$ cat config.mk
export PLATFORM = sky130hd
export DESIGN_NAME = lrusc_ctrl
export DESIGN_NICKNAME = d
export VERILOG_FILES = /design/src/rtl/core/lrusc_pkg.sv /design/src/rtl/core/lrusc_ctrl.sv
export SDC_FILE = /design/constraint.sdc
export NUM_CORES = 1
export LEC_CHECK = 0
export ABC_AREA = 0
export CAP_MARGIN = 15
export CORE_AREA = 3 3 40 42
export CTS_CLUSTER_SIZE = 28
export DETAILED_ROUTE_END_ITERATION = 8
export DIE_AREA = 0 0 43 45
export DONT_BUFFER_PORTS = 1
export PLACE_DENSITY = 0.46
export SLEW_MARGIN = 20
export SYNTH_ARGS = -nofsm -noshare
export SYNTH_HDL_FRONTEND = slang
export SYNTH_SLANG_ARGS = --single-unit
$ cat constraint.sdc
create_clock -name clk -period 1.6 [get_ports clk]
set_input_delay 0.32 -clock clk [delete_from_list [all_inputs] [get_ports clk]]
set_output_delay 0.32 -clock clk [all_outputs]
set_load 0.03 [all_outputs]
$ cat src/rtl/core/lrusc_pkg.sv
// lrusc_pkg: shared constants, payload types and controller/datapath command types
// for the lru write-back sector cache; no dependencies
package lrusc_pkg;

  localparam int ENTRIES = 64;
  localparam int IDX_W   = $clog2(ENTRIES);
  localparam int TAG_W   = 32;
  localparam int CMD_W   = 2;
  localparam int SLOT_W  = 6;

  localparam logic [CMD_W-1:0] CMD_READ  = 2'd0;
  localparam logic [CMD_W-1:0] CMD_WRITE = 2'd1;
  localparam logic [CMD_W-1:0] CMD_FLUSH = 2'd2;

  typedef struct packed {
    logic              hit;
    logic [SLOT_W-1:0] slot;
    logic              writeback_valid;
    logic [TAG_W-1:0]  writeback_sector;
    logic              fill_needed;
    logic              last;
  } rsp_t;

  // commands from controller to datapath
  typedef struct packed {
    logic capture;   // latch request, run tag and lru compares
    logic resolve;   // pick hit slot or victim, start tag read
    logic commit;    // write result of a request, update slot state
    logic fl_clear;  // rank counter to lru end
    logic fl_find;   // locate slot holding current rank
    logic fl_read;   // select that slot, start tag read
    logic fl_emit;   // report write-back, clean slot, next rank
    logic fl_skip;   // slot clean, next rank
    logic fl_empty;  // flush found nothing dirty
  } ctl_t;

  // status from datapath to controller
  typedef struct packed {
    logic out_free;
    logic any_dirty;
    logic sel_wb;
    logic fl_last;
  } sts_t;

  function automatic logic [IDX_W-1:0] onehot_enc(input logic [ENTRIES-1:0] v);
    logic [IDX_W-1:0] r;
    r = '0;
    for (int i = 0; i < ENTRIES; i++) begin
      if (v[i]) begin
        r = r | IDX_W'(i);
      end
    end
    return r;
  endfunction

endpackage

$ cat src/rtl/core/lrusc_ctrl.sv
// lrusc_ctrl: sequencing state machine for requests and flush walks
// depends on lrusc_pkg
module lrusc_ctrl (
  input  logic                        clk,
  input  logic                        rst,
  input  logic                        req_valid,
  input  logic [lrusc_pkg::CMD_W-1:0] req_cmd,
  output logic                        req_ready,
  output lrusc_pkg::ctl_t             ctl,
  input  lrusc_pkg::sts_t             sts
);
  import lrusc_pkg::*;

  localparam logic [2:0] S_IDLE    = 3'd0;
  localparam logic [2:0] S_RESOLVE = 3'd1;
  localparam logic [2:0] S_COMMIT  = 3'd2;
  localparam logic [2:0] S_FFIND   = 3'd3;
  localparam logic [2:0] S_FREAD   = 3'd4;
  localparam logic [2:0] S_FEMIT   = 3'd5;
  localparam logic [2:0] S_FEMPTY  = 3'd6;

  logic [2:0] state;
  logic [2:0] state_next;
  logic       accept;

  assign req_ready = (state == S_IDLE);
  assign accept    = req_valid && req_ready;

  always_comb begin
    state_next = state;
    ctl        = '0;
    case (state)
      S_IDLE: begin
        if (accept) begin
          if (req_cmd == CMD_READ || req_cmd == CMD_WRITE) begin
            ctl.capture = 1'b1;
            state_next  = S_RESOLVE;
          end else if (req_cmd == CMD_FLUSH) begin
            ctl.fl_clear = 1'b1;
            state_next   = sts.any_dirty ? S_FFIND : S_FEMPTY;
          end
        end
      end
      S_RESOLVE: begin
        ctl.resolve = 1'b1;
        state_next  = S_COMMIT;
      end
      S_COMMIT: begin
        if (sts.out_free) begin
          ctl.commit = 1'b1;
          state_next = S_IDLE;
        end
      end
      S_FFIND: begin
        ctl.fl_find = 1'b1;
        state_next  = S_FREAD;
      end
      S_FREAD: begin
        ctl.fl_read = 1'b1;
        state_next  = S_FEMIT;
      end
      S_FEMIT: begin
        if (!sts.sel_wb) begin
          ctl.fl_skip = 1'b1;
          state_next  = S_FFIND;
        end else if (sts.out_free) begin
          ctl.fl_emit = 1'b1;
          state_next  = sts.fl_last ? S_IDLE : S_FFIND;
        end
      end
      S_FEMPTY: begin
        if (sts.out_free) begin
          ctl.fl_empty = 1'b1;
          state_next   = S_IDLE;
        end
      end
      default: begin
        state_next = S_IDLE;
      end
    endcase
  end

  always_ff @(posedge clk) begin
    if (rst) begin
      state <= S_IDLE;
    end else begin
      state <= state_next;
    end
  end

  a_one_cmd: assert property (@(posedge clk) disable iff (rst)
    $onehot0(ctl))
    else $error("more than one datapath command");
  a_commit_idle: assert property (@(posedge clk) disable iff (rst)
    ctl.commit |=> req_ready)
    else $error("not idle after request commit");
  a_resolve_after_capture: assert property (@(posedge clk) disable iff (rst)
    ctl.capture |=> ctl.resolve)
    else $error("capture not followed by resolve");

endmodule

# --- Word level (Yosys, flattened, before mapping) ---
# Cells that the tools add are included.
totals:
  regBits: 3
  inputBits: 9
  out_inout_bits: 10
  elab_cells: 44
classes:
  n_eq_ne: 12
  n_mux: 25
  reduce_logical: 6
ops:
  columns: ["cell", "n"]
  rows:
  - ["2-to-1 mux 3 bit", 7]
  - ["one-hot mux 3 bit (6 select lines)", 1]
  - ["2-to-1 mux 1 bit", 15]
  - ["equality test 3 bit, second input constant", 3]
  - ["equality test 3 x 2 -> 1 bit, second input constant", 2]
  - ["2-to-1 mux 2 bit", 2]
  - ["inequality test 2 x 1 -> 1 bit, second input constant", 2]
  - ["AND reduction 4 bit", 1]
  - ["equality test 3 x 1 -> 1 bit, second input constant", 1]
  - ["zero test 3 bit", 1]
  - ["inequality test 3 x 1 -> 1 bit, second input constant", 1]
  - ["inequality test 3 bit, second input constant", 1]
  - ["equality test 2 x 1 -> 1 bit, second input constant", 1]
  - ["equality test 2 bit, second input constant", 1]
  - ["zero test 2 bit", 1]
  - ["OR reduction 2 bit", 1]
  - ["logical AND 1 bit", 1]
  - ["logical OR 1 bit", 1]

# --- Longest topological paths before layout ---
# Gate-level depths: netlist of the first run.
logic_depth:
  word_depth: 5
  ltp_mapped: 5
  depth_no_buf: 4

# --- Worst setup path before layout of the first run ---
# OpenSTA, ideal clock, no wires.
synth_timing:
  path_kind: "register to output"
  startpoint: "register state[2]"
  endpoint: "output ctl[5] (netlist name)"
  arrival_time_ps: 2128
  t_required_ps: 1280
  setup_slack_ps: -848
  path_stages_with_launch: 5
  path_buffers: 1
  cell_sequence: "dfxtp_1 -> buf_2 -> nor3_1 -> nand2_1 -> nor3b_1"
synth_lines:
  columns: ["element", "line", "text"]
  rows:
  - ["start, declared", "lrusc_ctrl.sv:22", "logic [2:0] state;"]
  - ["start signal, assigned", "lrusc_ctrl.sv:87", "state <= state_next;"]
  - ["end, declared", "lrusc_ctrl.sv:9", "output lrusc_pkg::ctl_t ctl,"]

==> summary.txt, run 1 <==
Run status
  • Status: completed

Job
  • Max cap viols: 0

Route
  • Total iterations of the first detailed-routing run: 3
  • Average wire per standard cell: 12.6 um
  • Post-DR vias/cell: 4.99
  • First DRT Iteration DRCs: 2
  • Met3 routed WL: 95 um
  • Final WL: 860 um
  • Vias: 339
  • Antenna viol nets, final: 0
  • Met2 wire len: 425 um
  • Highest routed metal layer: met3
  • Residual DRC: 0
  • Metal-1 WL: 339 um

Synth
  • Synthesized area: 303 um2
  • Share of the synthesized area in the top cell type: 0.198
  • Seq cells post-synth: 3
  • Main synth FF type: dfxtp_1
  • Post-Syn Instances: 42
  • Synth unique cells: 24
  • Mapped Nets: 51
  • Register area share after synthesis: 0.198
  • EDFF count, synth: 0
  • Area leader, netlist: dfxtp_1
  • Synth area leaders: dfxtp_1 20%, and3_1 6.2%, nand2_1 6.2%
  • Yosys warnings: 0
  • Syn Area/Cell: 7.21 um2
  • FFs w/ async S/R, synth: 0

Timing
  • Least-Margin Pin Slew: 0.345 ns
  • Final worst-path setup slack: 0.0412 ns
  • Fin. Hold Viols: 0
  • Setup TNS: 0 ns
  • Slew headroom: 0.770
  • Tmin final: 1.56 ns
  • # setup viols final: 0
  • Final cycle utilization of the critical path: 0.974
  • Max-slew violation count: 0
  • Clk_skew: 0.000165 ns
  • RSZ-0062 raised after global routing: true
  • Fmax: 0.642 GHz

Worst setup path
  • Worst r2r path cells: 5
  • CP max FO: 8
  • Required time of the critical path: 1.28 ns
  • Critical path type: flip-flop to output port
  • Startpoint types: flip-flop
  • Crit. Startpoint: state[2]
  • Critical Path Sink Type: output port
  • Reg-to-reg startpoint: state[2]
  • Worst Path Arrival: 1.24 ns

Layout
  • Largest register by flop count: state
  • Antenna cells: 0
  • FILL cells: 143
  • P&R area growth vs syn: 45.0%
  • Biggest regs: state: 3 flops
  • Post-route cell area: 439 um2
  • NumNets Final: 63
  • Max reg flops: 3
  • Share of cells above drive strength 1: 0.415

Place
  • Gpl congestion: 0.740
  • Dpl ws: 0.156 ns
  • PortBufs: 0
  • Post-DP Area: 390 um2
  • DP HPWL: 651 um

GRT
  • Number of global-route vias before repair: 351
  • Grt total ovfl: 0
  • Gr usage total: 0.0983
  • Largest net degree at the start of global routing: 9
  • First-pass GRT wire length: 1460 um
  • Initial antenna violation count: 0

Clocking
  • Root Driver: clkbuf_4
  • Clk_lat worst skew: 0.23 ns
  • Num CTS Buffers: 3
  • CTS tree: done
  • Max Root-Sink Buffers: 2
  • CTS clock-pin slew for the worst setup and hold paths: 0.04 ns
  • # clock sinks: 3
  • H-tree lvl count: 1

Floorplan
  • Num rows: 13
  • # IOs: 19
  • Die area: 1940 um2
  • Core Region: 1280 um2
  • Die height: 45 um
  • Chip Width: 43 um
  • Initial Utilization: 0.236

Worst hold path
  • Worst hold stages: 1
  • Hold path start: rst
  • Hold Path Class: input pin to flip-flop

Power
  • VDD IR-drop max: 496 uV
  • Total Power: 482 uW
  • Leakage power total: 0.000190 uW
  • Cell Pwr Density: 1100 nW/um2
worst max-delay path: stages, from the launching register on:
cell and delay (ns):
dfxtp_4 0.37, nor3_4 0.19, nand2_2 0.11, nor3b_4 0.19, buf_6 0.15
timing repair:
action / in CTS / in global routing
hold buffers: 0 / 0
gates resized for setup: 3 / 4
setup buffers: 1 / 0
setup endpoints to repair: 4 / 5
pin swaps: 1 / 1
path summary, 6_finish.rpt:
kind,end,slack (ns)
setup / recovery,ctl[5],0.04
hold / removal,state[1],0.15
setup reg to reg,state[1],0.19
hold reg to reg,state[1],0.50
report_power, final:
part           internal (uW)  switching, uW  leakage [uW]  total [uW]
clock                   93.4           37.8     0.0000150         131
sequential              90.8           28.8     0.0000264         120
combinational            109            122      0.000149         231
total                    293            189      0.000190         482
synth_stat cells (2+ instances only):
master / number
nor3_1: 2
nand2_1: 5
nor2_1: 5
dfxtp_1: 3
nand3b_1: 2
nor3b_1: 2
a21oi_1: 3
and3_1: 3
a21boi_1: 2
placed cells by master (no fill, tap or decap), types with 2 or more instances in the layout:
cell      Yosys  final
and3_1        3      3
nor2_1        5      4
nand3b_1      2      2
nand2_1       5      4
buf_4         1      9
dfxtp_4       0      2
a21oi_1       3      3
a21boi_1      2      2
clkbuf_4      0      3
area by class of cell:
cell class	count	area, um2	share of cell area
Clock buffer	4	26.3	0.0598
Timing Repair Buffer	10	78.8	0.179
Tap cell	15	18.8	0.0427
Multi-Input combinational cell	35	243	0.553
Inverter	1	3.75	0.00855
Sequential cell	3	68.8	0.157
per-layer routing:
| metal | up-vias | track usage |
|---|---|---|
| met4 | 0 | 0.0361 |
| met1 | 153 | 0.111 |
| met5 | - | 0 |
| met3 | 0 | 0.0518 |
| li1 | 173 | - |
| met2 | 13 | 0.159 |
stage by stage:
| step | hold WS [ns] | util | std cells |
|---|---|---|---|
| 4_1_cts | 0.139 | 0.334 | 68 |
| 5_1_grt | 0.138 | 0.342 | 68 |
| 6_report | 0.148 | 0.342 | 68 |
| 2_1_floorplan | 0.389 | - | 42 |
| 3_5_place_dp | 0.392 | 0.304 | 63 |
| 3_3_place_gp | 0.392 | 0.304 | 63 |
logic make-up (layout without fill, tap and decap cells):
family                 count (synthesis)  in the layout  share of synthesized area
buffers and inverters                  4             15                     0.0909
flip-flops                             3              3                      0.198
AND/OR/NAND/NOR                       24             24                      0.459
AO/OA/AOI/OAI                         11             11                      0.252
Power figures use the tool's default switching activity.
==> run 2: changes to the inputs <==
Settings changed: ABC_AREA 0 to 1, SETUP_SLACK_MARGIN set to 0.3.
Clock period 1.6 ns to 1.75 ns, I/O delays scaled along.
==> summary.txt, run 2 <==
Run status
  • Status: completed (unchanged)

Layout
  • Largest register by flop count: state (unchanged)
  • Most frequent cells in the layout: 10 x nand3_1, 9 x nand2_1, 9 x buf_4 (was 9 x buf_4, 4 x nor2_1, 4 x nand2_1)
  • P&R area growth vs syn: 79.3% (was 45.0%)
  • Biggest regs: state: 3 flops (unchanged)
  • Commonest non-fill, non-tap cell in the layout: nand3_1 (was buf_4)
  • Share of cells above drive strength 1: 0.565 (was 0.415)
  • Max reg flops: 3 (unchanged)
  • NumNets Final: 79 (was 63)
  • FILL cells: 135 (was 143)
  • Antenna cells: 0 (unchanged)

Timing
  • Setup TNS: 0 ns (unchanged)
  • Tmin final: 1.53 ns
  • Least-Margin Pin Slew: 0.500 ns (was 0.345 ns)
  • Clk_skew: 0.00149 ns (was 0.000165 ns)
  • Slew headroom: 0.664 (was 0.770)
  • # setup viols final: 0 (unchanged)
  • Final cycle utilization of the critical path: 0.875
  • Fin. Hold Viols: 0 (unchanged)
  • Fmax: 0.653 GHz
  • Max-slew violation count: 0 (unchanged)
  • RSZ-0062 raised after global routing: true (unchanged)

Synth
  • Register area share after synthesis: 0.195 (was 0.198)
  • Commonest cells in the netlist: 11 x nand2_1, 10 x nand3_1, 4 x inv_1, 4 x inv_2, 4 x nor3_1 (was 5 x nand2_1, 5 x nor2_1, 3 x a21oi_1, 3 x and3_1, 3 x dfxtp_1)
  • Post-Syn Instances: 53 (was 42)
  • Synth unique cells: 17 (was 24)
  • Mapped Nets: 62 (was 51)
  • Synthesized area: 308 um2 (was 303 um2)
  • Syn Area/Cell: 5.81 um2 (was 7.21 um2)
  • Synth area leaders: dfxtp_1 20%, nand3_1 16%, nand2_1 13% (was dfxtp_1 20%, and3_1 6.2%, nand2_1 6.2%)
  • Area leader, netlist: dfxtp_1 (unchanged)
  • FFs w/ async S/R, synth: 0 (unchanged)
  • Yosys warnings: 0 (unchanged)
  • Share of the synthesized area in the top cell type: 0.195 (was 0.198)
  • Most common cell in the netlist: nand2_1
  • EDFF count, synth: 0 (unchanged)
  • Seq cells post-synth: 3 (unchanged)
  • Main synth FF type: dfxtp_1 (unchanged)

Place
  • PortBufs: 0 (unchanged)
  • Gpl congestion: 0.755 (was 0.740)
  • DP HPWL: 730 um (was 651 um)

Power
  • Leakage power total: 0.000249 uW (was 0.000190 uW)
  • Clk network pwr share: 0.190 (was 0.272)
  • P_int: 342 uW (was 293 uW)
  • Sw power: 280 uW (was 189 uW)
  • Combinational Power Share: 0.620 (was 0.479)
  • Total Power: 621 uW (was 482 uW)
  • Flop pwr share: 0.190 (was 0.248)
  • Switch share: 0.450 (was 0.392)
  • VDD IR-drop max: 360 uV (was 496 uV)
  • Cell Pwr Density: 1130 nW/um2 (was 1100 nW/um2)

Worst hold path
  • Hold path start: rst (unchanged)
  • Hold Path Class: input pin to flip-flop (unchanged)

Floorplan
  • Core Region: 1280 um2 (unchanged)
  • Num rows: 13 (unchanged)
  • Die height: 45 um (unchanged)
  • Die area: 1940 um2 (unchanged)
  • Initial Utilization: 0.240 (was 0.236)
  • Chip Width: 43 um (unchanged)
  • # IOs: 19 (unchanged)

Worst setup path
  • Reg-to-reg startpoint: state[1] (was state[2])
  • Worst r2r path cells: 7 (was 5)
  • Worst setup path endpoint: ctl[5] (unchanged)
  • Startpoint types: flip-flop (unchanged)
  • Crit. Startpoint: state[2] (unchanged)
  • Critical Path Sink Type: output port (unchanged)
  • Worst Path Arrival: 1.18 ns (was 1.24 ns)
  • Required time of the critical path: 1.40 ns (was 1.28 ns)
  • CP max FO: 4 (was 8)
  • Crit Reg-Reg Endpoint: state[0] (was state[1])
  • Critical path type: flip-flop to output port (unchanged)
  • Reg2reg setup slack: 0.57 ns (was 0.19 ns)

Clocking
  • CTS Hold Bufs: 0 (unchanged)
  • H-tree lvl count: 1 (unchanged)
  • Max Root-Sink Buffers: 2 (unchanged)
  • # clock sinks: 3 (unchanged)
  • Root Driver: clkbuf_4 (unchanged)
  • CTS clock-pin slew for the worst setup and hold paths: 0.04 ns (about the same)
  • Num CTS Buffers: 3 (unchanged)
  • CTS tree: done (unchanged)
  • Clk_lat worst skew: 0.23 ns (about the same)

Route
  • Antenna viol nets, final: 0 (unchanged)
  • Post-DR vias/cell: 4.86 (was 4.99)
  • Total iterations of the first detailed-routing run: 4 (was 3)
  • Residual DRC: 0 (unchanged)
  • First DRT Iteration DRCs: 5 (was 2)
  • Final WL: 932 um (was 860 um)
  • Vias: 408 (was 339)
  • Average wire per standard cell: 11.1 um (was 12.6 um)

GRT
  • GR Util met1: 0.115 (was 0.111)
  • Met3 Usage GRT: 0.0120 (was 0.0518)
  • Largest net degree at the start of global routing: 8 (was 9)
  • Grt total ovfl: 0 (unchanged)
  • Number of global-route vias before repair: 378 (was 351)
  • Busiest grt layer: met2 (unchanged)
  • Met2 global-route usage: 0.198 (was 0.159)
  • First-pass GRT wire length: 1520 um (was 1460 um)
  • Initial antenna violation count: 0 (unchanged)
  • Gr usage total: 0.102 (was 0.0983)

Job
  • Max cap viols: 0 (unchanged)
## run 2: metal layers
| layer | up-vias | share of wire |
|---|---|---|
| met5 | - | 0 |
| met4 | 0 | 0 |
| met3 | 0 | 0.043 |
| met1 | 188 | 0.42 |
| li1 | 206 | - |
| met2 | 14 | 0.54 |
## run 2: cells by family after synthesis
family / synth area share
AOI/OAI and AO/OA: 0.0650
buffers and inverters: 0.150
DFF: 0.195
and+or+nand+nor: 0.589
## run 2: timing repair
item	4_1_cts	5_1_grt
gates resized for setup	10	9
setup endpoints to repair	9	9
buffers inserted	5	1
hold endpoints to repair	0	0
pin swaps	2	2
## run 2: power groups by stage
stage	logic (uW)	registers, uW	clock network (uW)
2_1_floorplan	250	96.3	0
3_3_place_gp	295	115	0
3_5_place_dp	293	114	0
4_1_cts	347	115	125
5_1_grt	418	123	128
6_report	385	118	118
## run 2: how the worst min path moves through the flow
stage	to	slack [ns]	cells after the start
after floorplan	state[0]	0.42	1
after global placement	state[2]	0.42	1
after detailed placement	state[1]	0.42	1
after CTS	state[1]	0.17	1
after global routing	state[2]	0.17	1
final	state[2]	0.18	1
## run 2: layout make-up
cell class | count | area (um2) | share of cell area
multi-input cells | 40 | 268 | 0.485
repair buffers | 14 | 133 | 0.240
flip-flops and latches | 3 | 71.3 | 0.129
inverters | 8 | 35.0 | 0.0635
clock buffers | 4 | 26.3 | 0.0476
well taps | 15 | 18.8 | 0.0340
## run 2: critical path, stage by stage (launching register included)
cell and delay [ns]:
dfxtp_4 0.35, nor3_4 0.20, nand2_2 0.10, nor3_4 0.15, buf_12 0.14
## run 2: per-stage QoR
step | setup slack [ns] | hold slack, ns | instance area (um2) | std cells | util
2_1_floorplan | 0.115 | 0.419 | 357 | 53 | -
3_3_place_gp | 0.293 | 0.422 | 425 | 74 | 0.331
3_5_place_dp | 0.260 | 0.422 | 425 | 74 | 0.331
4_1_cts | 0.162 | 0.166 | 508 | 83 | 0.395
5_1_grt | 0.156 | 0.171 | 552 | 84 | 0.429
6_report | 0.219 | 0.176 | 552 | 84 | 0.429
==> run 3: changes to the inputs <==
Clock period 1.75 ns to 1.78 ns, I/O delays scaled along.
==> summary.txt, run 3 (synthesis gave the netlist of run 2 again) <==
Floorplan
  • Chip Width: 43 um (unchanged)
  • Die height: 45 um (unchanged)
  • Die area: 1940 um2 (unchanged)
  • Initial Utilization: 0.240 (unchanged)
  • Num rows: 13 (unchanged)
  • Core Region: 1280 um2 (unchanged)
  • # IOs: 19 (unchanged)

Timing
  • RSZ-0062 raised after global routing: true (unchanged)
  • Max-slew violation count: 0 (unchanged)
  • Final cycle utilization of the critical path: 0.868
  • Fin. Hold Viols: 0 (unchanged)
  • Setup TNS: 0 ns (unchanged)
  • Clk_skew: 0.00274 ns (was 0.00149 ns)
  • Worst Hold Margin: 0.180 ns (was 0.176 ns)
  • Least-Margin Pin Slew: 0.360 ns (was 0.500 ns)
  • Slew headroom: 0.759 (was 0.664)
  • Fmax: 0.647 GHz
  • Tmin final: 1.54 ns
  • # setup viols final: 0 (unchanged)

Layout
  • P&R area growth vs syn: 56.9% (was 79.3%)
  • Antenna cells: 0 (unchanged)
  • NumNets Final: 75 (was 79)
  • Share of cells above drive strength 1: 0.523 (was 0.565)
  • Most frequent cells in the layout: 10 x nand3_1, 10 x nand2_1, 8 x buf_4 (was 10 x nand3_1, 9 x nand2_1, 9 x buf_4)
  • Largest register by flop count: state (unchanged)
  • Max reg flops: 3 (unchanged)
  • Biggest regs: state: 3 flops (unchanged)

GRT
  • Largest net degree at the start of global routing: 10 (was 8)
  • Grt total ovfl: 0 (unchanged)
  • First-pass GRT wire length: 1520 um (unchanged)
  • Number of global-route vias before repair: 346 (was 378)
  • Initial antenna violation count: 0 (unchanged)
  • Gr usage total: 0.104 (was 0.102)

Power
  • Total Power: 549 uW (was 621 uW)
  • Cell Pwr Density: 1140 nW/um2 (was 1130 nW/um2)
  • Leakage power total: 0.000223 uW (was 0.000249 uW)
  • VDD IR-drop max: 362 uV (was 360 uV)

Route
  • Post-DR vias/cell: 4.78 (was 4.86)
  • Average wire per standard cell: 11.2 um (was 11.1 um)
  • Total iterations of the first detailed-routing run: 4 (unchanged)
  • Vias: 382 (was 408)
  • Antenna viol nets, final: 0 (unchanged)
  • Final WL: 896 um (was 932 um)
  • Residual DRC: 0 (unchanged)
  • First DRT Iteration DRCs: 6 (was 5)

Clocking
  • Clk_lat worst skew: 0.23 ns (about the same)
  • Num CTS Buffers: 3 (unchanged)
  • CTS clock-pin slew for the worst setup and hold paths: 0.04 ns (about the same)
  • CTS tree: done (unchanged)
  • Root Driver: clkbuf_4 (unchanged)
  • Max Root-Sink Buffers: 2 (unchanged)
  • H-tree lvl count: 1 (unchanged)
  • # clock sinks: 3 (unchanged)

Worst setup path
  • Required time of the critical path: 1.42 ns (was 1.40 ns)
  • Critical path type: flip-flop to output port (unchanged)
  • Startpoint types: flip-flop (unchanged)
  • CP max FO: 4 (unchanged)
  • Worst Path Arrival: 1.19 ns (was 1.18 ns)
  • Critical Path Sink Type: output port (unchanged)

Place
  • DP HPWL: 671 um (was 730 um)
  • Gpl congestion: 0.743 (was 0.755)
  • PortBufs: 0 (unchanged)

Run status
  • Status: completed (unchanged)

Worst hold path
  • Hold Path Class: input pin to flip-flop (unchanged)

Job
  • Max cap viols: 0 (unchanged)
## run 3: cell type report
cell class              instances  area [um2]
clock buffers                   4        26.3
fillers                       139         802
inverters                       8        30.0
multi-input cells              40         254
flip-flops and latches          3        71.3
well taps                      15        18.8
repair buffers                 10        82.6
## run 3: timing repair
action                     CTS  global route
resized for setup            9             4
pin swaps                    5             1
hold buffers                 0             0
buffers inserted             3             0
setup endpoints to repair    9             9
## run 3: routing by layer
| layer | part of all wire | wire length, um | global-route usage |
|---|---|---|---|
| met1 | 0.44 | 397 | 0.137 |
| met2 | 0.47 | 420 | 0.150 |
| met3 | 0.087 | 78 | 0.0239 |
| met4 | 0 | 0 | 0.0723 |
| met5 | 0 | 0 | 0 |
## run 3: power by group
group	total, uW	switching (uW)	leakage, uW	internal, uW
Combinational	309	188	0.000182	121
Clock	119	35.3	0.0000150	84.0
Sequential	120	32.6	0.0000267	87.8
Total	549	256	0.000223	293
## run 3: worst paths after layout
kind              startpoint  cells past startpoint  slack [ns]  endpoint
hold reg to reg     state[1]                      2        0.54  state[1]
hold / removal           rst                      1        0.18  state[1]
setup reg to reg    state[1]                      7        0.63  state[0]
setup / recovery    state[0]                      3        0.24    ctl[5]
## run 3: critical path: stages (launching register included)
cell,delay [ns]
dfxtp_4,0.35
nor3_4,0.20
nand2_2,0.10
nor3_4,0.30
## run 3: per-stage QoR
step / util / std cells / cell area [um2] / worst slack [ns]
6_report: 0.376 / 80 / 483 / 0.235
5_1_grt: 0.376 / 80 / 483 / 0.171
4_1_cts: 0.361 / 80 / 464 / 0.222
3_5_place_dp: 0.309 / 73 / 397 / 0.317
3_3_place_gp: 0.309 / 73 / 397 / 0.344
2_1_floorplan: - / 53 / 348 / 0.139
